File: config.mk
export PLATFORM = sky130hd
export DESIGN_NAME = uart_frame_parser_crc8
export DESIGN_NICKNAME = d
export VERILOG_FILES = /design/src/design/ufpc_pkg.sv /design/src/design/uart_frame_parser_crc8.sv /design/src/design/ufpc_in_reg.sv /design/src/design/ufpc_parser.sv /design/src/design/ufpc_out_reg.sv
export SDC_FILE = /design/constraint.sdc
export NUM_CORES = 1
export LEC_CHECK = 0
export BUFFER_PORTS_ARGS = -buffer_cell sky130_fd_sc_hd__buf_2
export CORE_ASPECT_RATIO = 1.4
export CORE_MARGIN = 10
export CORE_UTILIZATION = 55
export CTS_CLUSTER_SIZE = 12
export DETAILED_ROUTE_END_ITERATION = 10
export PLACE_DENSITY = 0.88
export SLEW_MARGIN = 10
export SYNTH_ARGS = -nofsm -noshare
export SYNTH_HDL_FRONTEND = slang
export SYNTH_HIERARCHICAL = 1
export SYNTH_SLANG_ARGS = --single-unit
File: constraint.sdc
create_clock -name clk_i -period 3.7 [get_ports clk_i]
set_input_delay 0 -clock clk_i [delete_from_list [all_inputs] [get_ports clk_i]]
set_output_delay 0 -clock clk_i [all_outputs]
set_load 0.03 [all_outputs]
File: src/design/ufpc_pkg.sv
`default_nettype none

package ufpc_pkg;

  // Widths of the result fields
  localparam int unsigned KindW  = 3;
  localparam int unsigned CmdW   = 8;
  localparam int unsigned BytesW = 7;
  localparam int unsigned ValueW = 16;

  // Result kinds reported in frame_kind
  localparam logic [KindW-1:0] KIND_LONG_OK  = 3'd0;
  localparam logic [KindW-1:0] KIND_LONG_BAD = 3'd1;
  localparam logic [KindW-1:0] KIND_SERVO    = 3'd2;
  localparam logic [KindW-1:0] KIND_STATUS   = 3'd3;
  localparam logic [KindW-1:0] KIND_SLEEP    = 3'd4;
  localparam logic [KindW-1:0] KIND_WAKE     = 3'd5;

  // One reported frame
  typedef struct packed {
    logic [ValueW-1:0] short_value;
    logic [BytesW-1:0] frame_bytes;
    logic [CmdW-1:0]   command_code;
    logic [KindW-1:0]  frame_kind;
  } result_t;

endpackage

`default_nettype wire

File: src/design/uart_frame_parser_crc8.sv
// Byte-stream frame parser. Each slave-side transfer carries one received byte. A long frame
// opens with 0xAA 0x55, carries a big-endian 16-bit length in bytes 2 and 3 and the command
// in byte 4, and ends after length+4 bytes; a reflected CRC-8 with polynomial 0x31 and a zero
// start value, taken over bytes 6 to length+1, is checked against byte length+2 and the
// outcome is reported as kind 0 (good) or 1 (bad). Short frames open with 0x01, 0x00, 0x02
// or 0x04, are four bytes long and are reported (kinds 2 to 5, with the 16-bit value of
// bytes 1 and 2) only if byte 3 is 0xFF. Frames that reach MAX_FRAME_BYTES without
// completing are dropped silently. The block takes one byte per clock cycle while no
// finished frame waits for the output register: a byte sits in an input register until
// the parser takes it, the parser state updates as it leaves, and any result lands in
// the output register, from which it is offered on the master side. Bytes that produce
// no result keep flowing while a result waits on the master side; only a byte that completes
// a frame waits for the output register.
`default_nettype none

module uart_frame_parser_crc8
  import ufpc_pkg::*;
#(
  parameter int unsigned MAX_FRAME_BYTES = 64
) (
  input  wire logic        clk_i,
  input  wire logic        rst_ni,
  // Received bytes
  input  wire logic        s_axis_tvalid_i,
  output logic             s_axis_tready_o,
  input  wire logic [7:0]  s_axis_tdata_i,  // [7:0] rx_byte
  // Frame results
  output logic             m_axis_tvalid_o,
  input  wire logic        m_axis_tready_i,
  output logic [39:0]      m_axis_tdata_o   // [2:0] frame_kind, [10:3] command_code,
                                            // [17:11] frame_bytes, [33:18] short_value,
                                            // [39:34] zero
);

  logic       in_valid;
  logic [7:0] in_byte;
  logic       res_valid;
  result_t    res;
  result_t    out_res;
  logic       out_free;
  logic       advance;

  // The byte in the input register moves on when it yields no result, or when the
  // output register can take its result in this cycle.
  assign advance = in_valid && (!res_valid || out_free);

  ufpc_in_reg u_in_reg (
    .clk_i   (clk_i),
    .rst_ni  (rst_ni),
    .valid_i (s_axis_tvalid_i),
    .ready_o (s_axis_tready_o),
    .data_i  (s_axis_tdata_i),
    .take_i  (advance),
    .valid_o (in_valid),
    .data_o  (in_byte)
  );

  ufpc_parser #(
    .MaxFrameBytes (MAX_FRAME_BYTES)
  ) u_parser (
    .clk_i       (clk_i),
    .rst_ni      (rst_ni),
    .step_i      (advance),
    .byte_i      (in_byte),
    .res_valid_o (res_valid),
    .res_o       (res)
  );

  ufpc_out_reg u_out_reg (
    .clk_i   (clk_i),
    .rst_ni  (rst_ni),
    .load_i  (advance && res_valid),
    .res_i   (res),
    .free_o  (out_free),
    .valid_o (m_axis_tvalid_o),
    .ready_i (m_axis_tready_i),
    .res_o   (out_res)
  );

  assign m_axis_tdata_o = {6'd0, out_res};

endmodule

`default_nettype wire

File: src/design/ufpc_in_reg.sv
`default_nettype none

// Input register: holds one received byte until the parser takes it.
module ufpc_in_reg (
  input  wire logic       clk_i,
  input  wire logic       rst_ni,
  input  wire logic       valid_i,
  output logic            ready_o,
  input  wire logic [7:0] data_i,
  input  wire logic       take_i,
  output logic            valid_o,
  output logic [7:0]      data_o
);

  logic       valid_q, valid_d;
  logic [7:0] data_q;

  // A new byte may enter when the register is empty or being emptied.
  assign ready_o = !valid_q || take_i;
  assign valid_d = (valid_i && ready_o) ? 1'b1 : (take_i ? 1'b0 : valid_q);

  always_ff @(posedge clk_i or negedge rst_ni) begin
    if (!rst_ni) begin
      valid_q <= 1'b0;
    end else begin
      valid_q <= valid_d;
    end
  end

  always_ff @(posedge clk_i) begin
    if (valid_i && ready_o) begin
      data_q <= data_i;
    end
  end

  assign valid_o = valid_q;
  assign data_o  = data_q;

endmodule

`default_nettype wire

File: src/design/ufpc_parser.sv
`default_nettype none

// Frame parser state and the per-byte step logic.
module ufpc_parser
  import ufpc_pkg::*;
#(
  parameter int unsigned MaxFrameBytes = 64
) (
  input  wire logic       clk_i,
  input  wire logic       rst_ni,
  input  wire logic       step_i,
  input  wire logic [7:0] byte_i,
  output logic            res_valid_o,
  output result_t         res_o
);

  localparam int unsigned CntW = $clog2(MaxFrameBytes + 1);

  localparam logic [7:0] START_LONG  = 8'hAA;
  localparam logic [7:0] SYNC_SECOND = 8'h55;
  localparam logic [7:0] SHORT_END   = 8'hFF;
  localparam logic [7:0] START_SERVO = 8'h01;
  localparam logic [7:0] START_STAT  = 8'h00;
  localparam logic [7:0] START_SLEEP = 8'h02;
  localparam logic [7:0] START_WAKE  = 8'h04;
  localparam logic [7:0] CRC_POLY    = 8'h8C;

  typedef enum logic [2:0] {
    MODE_IDLE   = 3'd0,
    MODE_LONG   = 3'd1,
    MODE_SERVO  = 3'd2,
    MODE_STATUS = 3'd3,
    MODE_SLEEP  = 3'd4,
    MODE_WAKE   = 3'd5
  } mode_e;

  // One byte of reflected CRC-8 (polynomial 0x31 reflected).
  function automatic logic [7:0] crc_byte(input logic [7:0] crc, input logic [7:0] b);
    logic [7:0] c;
    c = crc ^ b;
    for (int k = 0; k < 8; k++) begin
      c = c[0] ? ((c >> 1) ^ CRC_POLY) : (c >> 1);
    end
    return c;
  endfunction

  mode_e             mode_q, mode_d;
  logic [CntW-1:0]   cnt_q, cnt_d, cnt_inc;
  logic [15:0]       len_q, len_d;
  logic [7:0]        crc_q, crc_d;
  logic [7:0]        rcrc_q, rcrc_d;
  logic [7:0]        cmd_q, cmd_d;
  logic [7:0]        hi_q, hi_d;
  logic [7:0]        lo_q, lo_d;
  logic [16:0]       len_p2, len_p4;
  logic              open;
  mode_e             open_mode;

  assign cnt_inc = cnt_q + CntW'(1);
  assign len_p2  = {1'b0, len_q} + 17'd2;
  assign len_p4  = {1'b0, len_q} + 17'd4;

  always_comb begin
    open      = 1'b1;
    open_mode = MODE_IDLE;
    unique case (byte_i)
      START_LONG:  open_mode = MODE_LONG;
      START_SERVO: open_mode = MODE_SERVO;
      START_STAT:  open_mode = MODE_STATUS;
      START_SLEEP: open_mode = MODE_SLEEP;
      START_WAKE:  open_mode = MODE_WAKE;
      default:     open = 1'b0;
    endcase
  end

  always_comb begin
    mode_d      = mode_q;
    cnt_d       = cnt_q;
    len_d       = len_q;
    crc_d       = crc_q;
    rcrc_d      = rcrc_q;
    cmd_d       = cmd_q;
    hi_d        = hi_q;
    lo_d        = lo_q;
    res_valid_o = 1'b0;
    res_o       = '0;

    unique case (mode_q)
      MODE_IDLE: begin
        if (open) begin
          mode_d = open_mode;
          cnt_d  = CntW'(1);
          len_d  = '0;
          crc_d  = '0;
          rcrc_d = '0;
          cmd_d  = '0;
          hi_d   = '0;
          lo_d   = '0;
        end
      end
      MODE_LONG: begin
        cnt_d = cnt_inc;
        if (cnt_q == CntW'(1)) begin
          // A repeated start byte resynchronises; anything else drops the frame.
          if (byte_i != SYNC_SECOND) begin
            if (byte_i == START_LONG) begin
              cnt_d = CntW'(1);
            end else begin
              mode_d = MODE_IDLE;
            end
          end
        end else begin
          if (cnt_q == CntW'(2)) len_d = {byte_i, 8'h00};
          if (cnt_q == CntW'(3)) len_d = {len_q[15:8], byte_i};
          if (cnt_q == CntW'(4)) cmd_d = byte_i;
          if (cnt_q >= CntW'(6) && 17'(cnt_q) < len_p2) begin
            crc_d = crc_byte(crc_q, byte_i);
          end
          if (cnt_q >= CntW'(4) && 17'(cnt_q) == len_p2) begin
            rcrc_d = byte_i;
          end
          if (cnt_inc >= CntW'(6) && 17'(cnt_inc) == len_p4) begin
            res_valid_o        = 1'b1;
            res_o.frame_kind   = (crc_d == rcrc_d) ? KIND_LONG_OK : KIND_LONG_BAD;
            res_o.command_code = cmd_d;
            res_o.frame_bytes  = BytesW'(cnt_inc);
            mode_d             = MODE_IDLE;
          end
        end
        // Size limit: the frame is abandoned once the count reaches it.
        if (cnt_d >= CntW'(MaxFrameBytes)) mode_d = MODE_IDLE;
      end
      MODE_SERVO, MODE_STATUS, MODE_SLEEP, MODE_WAKE: begin
        cnt_d = cnt_inc;
        if (cnt_q == CntW'(1)) begin
          hi_d = byte_i;
        end else if (cnt_q == CntW'(2)) begin
          lo_d = byte_i;
        end else begin
          mode_d = MODE_IDLE;
          if (byte_i == SHORT_END) begin
            res_valid_o       = 1'b1;
            res_o.frame_bytes = BytesW'(4);
            res_o.short_value = {hi_q, lo_q};
            unique case (mode_q)
              MODE_SERVO:  res_o.frame_kind = KIND_SERVO;
              MODE_STATUS: res_o.frame_kind = KIND_STATUS;
              MODE_SLEEP:  res_o.frame_kind = KIND_SLEEP;
              default:     res_o.frame_kind = KIND_WAKE;
            endcase
          end
        end
      end
      default: begin
        mode_d = MODE_IDLE;
      end
    endcase
  end

  always_ff @(posedge clk_i or negedge rst_ni) begin
    if (!rst_ni) begin
      mode_q <= MODE_IDLE;
      cnt_q  <= '0;
      len_q  <= '0;
      crc_q  <= '0;
      rcrc_q <= '0;
      cmd_q  <= '0;
      hi_q   <= '0;
      lo_q   <= '0;
    end else if (step_i) begin
      mode_q <= mode_d;
      cnt_q  <= cnt_d;
      len_q  <= len_d;
      crc_q  <= crc_d;
      rcrc_q <= rcrc_d;
      cmd_q  <= cmd_d;
      hi_q   <= hi_d;
      lo_q   <= lo_d;
    end
  end

endmodule

`default_nettype wire

File: src/design/ufpc_out_reg.sv
`default_nettype none

// Result register on the master side.
module ufpc_out_reg
  import ufpc_pkg::*;
(
  input  wire logic    clk_i,
  input  wire logic    rst_ni,
  input  wire logic    load_i,
  input  wire result_t res_i,
  output logic         free_o,
  output logic         valid_o,
  input  wire logic    ready_i,
  output result_t      res_o
);

  logic    valid_q, valid_d;
  result_t res_q;

  assign free_o  = !valid_q || ready_i;
  assign valid_d = load_i ? 1'b1 : (ready_i ? 1'b0 : valid_q);

  always_ff @(posedge clk_i or negedge rst_ni) begin
    if (!rst_ni) begin
      valid_q <= 1'b0;
    end else begin
      valid_q <= valid_d;
    end
  end

  always_ff @(posedge clk_i) begin
    if (load_i) begin
      res_q <= res_i;
    end
  end

  assign valid_o = valid_q;
  assign res_o   = res_q;

endmodule

`default_nettype wire

==> impl_summary.log <==
INFO  metric worst_case_register_to_register_setup_slack = 0.1 ns
INFO  metric finalNonFillerCells = 853
INFO  metric first_pass_grt_wire_length = 26900 µm
INFO  metric rows = 46
INFO  metric ctsLongestPathBuffers = 2
INFO  metric ctsHtreeMaxLevel = 3
INFO  metric cp_max_fo = 8
INFO  metric grt.total_usage = 20.0%
INFO  metric average_vias_per_placed_instance = 6.29
INFO  metric critPathMostFrequentCell = buf_4
INFO  metric synth_cell_type_count = 83
INFO  metric global_route.overflow_total = 0
INFO  metric avg_synthesized_cell_area = 10.9 µm²
INFO  metric dieArea = 0.0164 mm²
INFO  metric fmax = 0.278 GHz
INFO  metric die_width = 111 µm
INFO  metric number_of_synthesized_flops_with_an_enable_pin = 42
INFO  metric total_power_consumption = 2470 µW
INFO  metric critPathMaxStageDelay = 0.44 ns
INFO  metric via_count = 5363
INFO  metric ys_warn_count = 6
INFO  metric startpoint_type = flop
INFO  metric synth-seq-cells = 110
INFO  metric route.detailed.drc = 0
INFO  metric yosysTopAreaCell = dfrtp_1
INFO  metric timing.final.setup_violations = 0
INFO  metric core_area = 0.0113 mm²
INFO  metric drt_first_iter_violations = 553
INFO  metric antenna_found_initial = 0
INFO  metric cts_tree = yes
INFO  metric placed_cells = 814
INFO  metric start_util = 56.3%
INFO  metric syn-instance-count = 588
INFO  metric dp.final_hpwl = 11700 µm
INFO  metric final_nets = 732
INFO  metric drtAntennaViolNets = 0
INFO  metric timing.max_cap.violations = 0
INFO  metric path_delay_family = simple AND/OR/NAND/NOR gates
INFO  metric drt-total-wl = 17400 µm
INFO  metric setup_total_negative_slack = 0 ns
INFO  metric worst-setup-path-type = flop to flop
INFO  metric worst_setup_path_end_kind = flop
INFO  metric first_pass_iters = 6
INFO  metric seqCellArea = 0.00296 mm²
INFO  metric multi_input_comb_area = 0.00324 mm²
INFO  metric post_route_cells_drive_above_1_share = 29.9%
INFO  metric clkSlewWorstSetupHoldPaths = 0.08 ns
INFO  metric irDropWorstVdd = 246 µV
INFO  metric synth_async_sr_flop_share = 61.8%
INFO  metric antenna_diode_count = 0
INFO  metric r2r_end = u_parser/cnt_q[0]
INFO  metric cts_inserted_buffers = 9
INFO  metric required = 3.95 ns
INFO  metric finalMaxSlewViolations = 0
INFO  metric worst-slew-pin-transition = 0.786 ns
INFO  metric timing.hold.worst.class = input pin to async pin
INFO  metric largest_net_degree_at_the_start_of_global_routing = 39
INFO  metric io_buffer_count = 47
INFO  metric final.fill_count = 735
INFO  metric chain_of_cells_forming_the_critical_path = ha_2 > buf_4 > xnor2_2 > buf_4 > xnor2_2 > nand3_1 > nor4_2 > nand4_1 > a41o_1 > or3_1 > nand2_1 > a21boi_1 > buf_4 > o211ai_1 > buf_4 > a2111oi_1 > a21oi_1
INFO  metric cts_num_sinks = 110
INFO  metric post-synth-top-count-cell = dfrtp_1
INFO  metric worst_clock_skew = 0.0104 ns
INFO  metric critPathSlowestCell = dfrtp_1
INFO  metric cp_num_buf_inv = 4
INFO  metric r2r_start = u_parser/cnt_q[0]
INFO  metric power.density = 320 mW/mm²
INFO  metric outcome = completed
INFO  metric max_slew_margin = 47.4%
INFO  metric synth-main-ff-cell = dfrtp_1
INFO  metric power.static_leakage = 0.00320 µW
INFO  metric area_growth = 21.0%
INFO  metric cp_data_arrival_time = 3.86 ns
INFO  metric routed_length_per_instance = 20.4 µm
INFO  metric timing.final.crit_share = 97.4%
INFO  metric worstSkewPairLatency = 0.36 ns
INFO  metric yosys-top-cells-area = dfrtp_1 (27%), edfxtp_1 (20%), a22o_1 (3.7%)
INFO  metric post-route-min-period = 3.60 ns
INFO  metric final_hold_viol_count = 0
INFO  metric clk_root_buffer_cell = clkbuf_16
INFO  metric synth_area = 0.00638 mm²
INFO  metric netlist.area_leader.share = 26.7%
INFO  metric floorplan.die.height = 147 µm
INFO  metric synthTopCellsByCount = dfrtp_1 (68), nand2_1 (50), edfxtp_1 (42)
INFO  metric ff2ff_path_depth = 17
INFO  metric synth_seq_area_share = 46.4%
INFO  metric ios = 54
INFO  metric gp_congestion = 0.967
INFO  metric grt_pass1_vias = 5412
[layout make-up]
cell class | instances | area share (%)
multi-input cells | 430 | 41.9
flip-flops and latches | 110 | 38.4
repair buffers | 142 | 12.8
clock buffers | 9 | 2.92
well taps | 144 | 2.33
clock inverters | 7 | 1.12
inverters | 11 | 0.535
[worst register-to-register path, stage by stage (launching register included)]
cell and delay (ns):
dfrtp_1 0.44, ha_2 0.22, buf_4 0.15, xnor2_2 0.18
buf_4 0.16, xnor2_2 0.10, nand3_1 0.11, nor4_2 0.26
nand4_1 0.19, a41o_1 0.26, or3_1 0.38, nand2_1 0.09
a21boi_1 0.09, buf_4 0.16, o211ai_1 0.12, buf_4 0.22
a2111oi_1 0.09, a21oi_1 0.27
[where the power goes]
group,total [µW],internal [µW],switching (µW)
logic,201,75.9,125
registers,1280,1270,10.2
clock network,994,488,506
[what timing repair did]
action | CTS | global route
setup endpoints to repair | 38 | 57
cloned | 0 | 1
hold buffers | 11 | 0
endpoints found under the hold margin | 40 | 0
pin swaps | 0 | 7
gates resized for setup | 1 | 20
buffers inserted | 0 | 11
[sequential cells by signal (all words and copies together) (netlist names), 8 cells and up]
name / cells
u_parser/hi_q: 8
u_parser/lo_q: 8
u_parser/cmd_q: 8
u_parser/crc_q: 8
u_parser/rcrc_q: 8
u_in_reg/data_o: 8
u_out_reg/res_o: 34
u_parser/len_q: 16
[cell families (layout without fill, tap and decap cells)]
kind of cell | count (synthesis) | count (layout) | synth area share [%]
xor gates and xnor gates | 54 | 54 | 8.19
DFF | 110 | 110 | 46.4
AOI/OAI and AO/OA | 106 | 107 | 12.7
adders and majority gates | 17 | 17 | 3.29
muxes | 39 | 39 | 6.49
buffers and inverters | 54 | 169 | 4.84
other | 1 | 6 | 0.0587
and+or+nand+nor | 207 | 207 | 18.0
[stage by stage]
step	area [µm²]	utilization (%)	hold slack (ns)	setup WS [ns]
2_1_floorplan	6400	-	-0.296	0.0851
3_3_place_gp	7110	62.7	0.0673	-0.116
3_5_place_dp	7110	62.7	0.0895	-0.269
4_1_cts	7540	66.5	0.254	0.0403
5_1_grt	7720	68.1	0.315	-0.0248
6_report	7720	68.1	0.230	0.0970
[cell usage in the layout, fill, tap and decap left out, drive strengths merged, types with 20 or more instances in the layout]
master  synthesis  routed
buf            31     131
nand2          55      55
mux2i          20      20
o21ai          36      36
xnor2          27      27
edfxtp         42      42
and2           22      22
xor2           24      24
dfrtp          68      68
nor2           35      35
a22o           28      28
[routing by layer]
layer	share of wire [%]	vias to the layer above	global-route usage [%]
li1	-	2343	-
met1	36	2556	21.1
met2	50	354	35.1
met3	7.6	110	4.70
met4	6.6	0	12.9
met5	0	-	0
[worst max path at each step]
stage	start	endpoint	depth (start not counted)
after floorplan	u_parser/len_q[3]	u_parser/crc_q[1]	18
after global placement	u_parser/cnt_q[0]	u_parser/cmd_q[7]	13
after global routing	u_parser/len_q[2]	u_out_reg/res_o[0]	13
final	u_parser/cnt_q[0]	u_parser/cnt_q[0]	17
after detailed placement	u_parser/cnt_q[1]	u_parser/cmd_q[1]	13
after CTS	u_parser/cnt_q[1]	u_parser/cmd_q[6]	13
(Power assumes the default switching activity.)
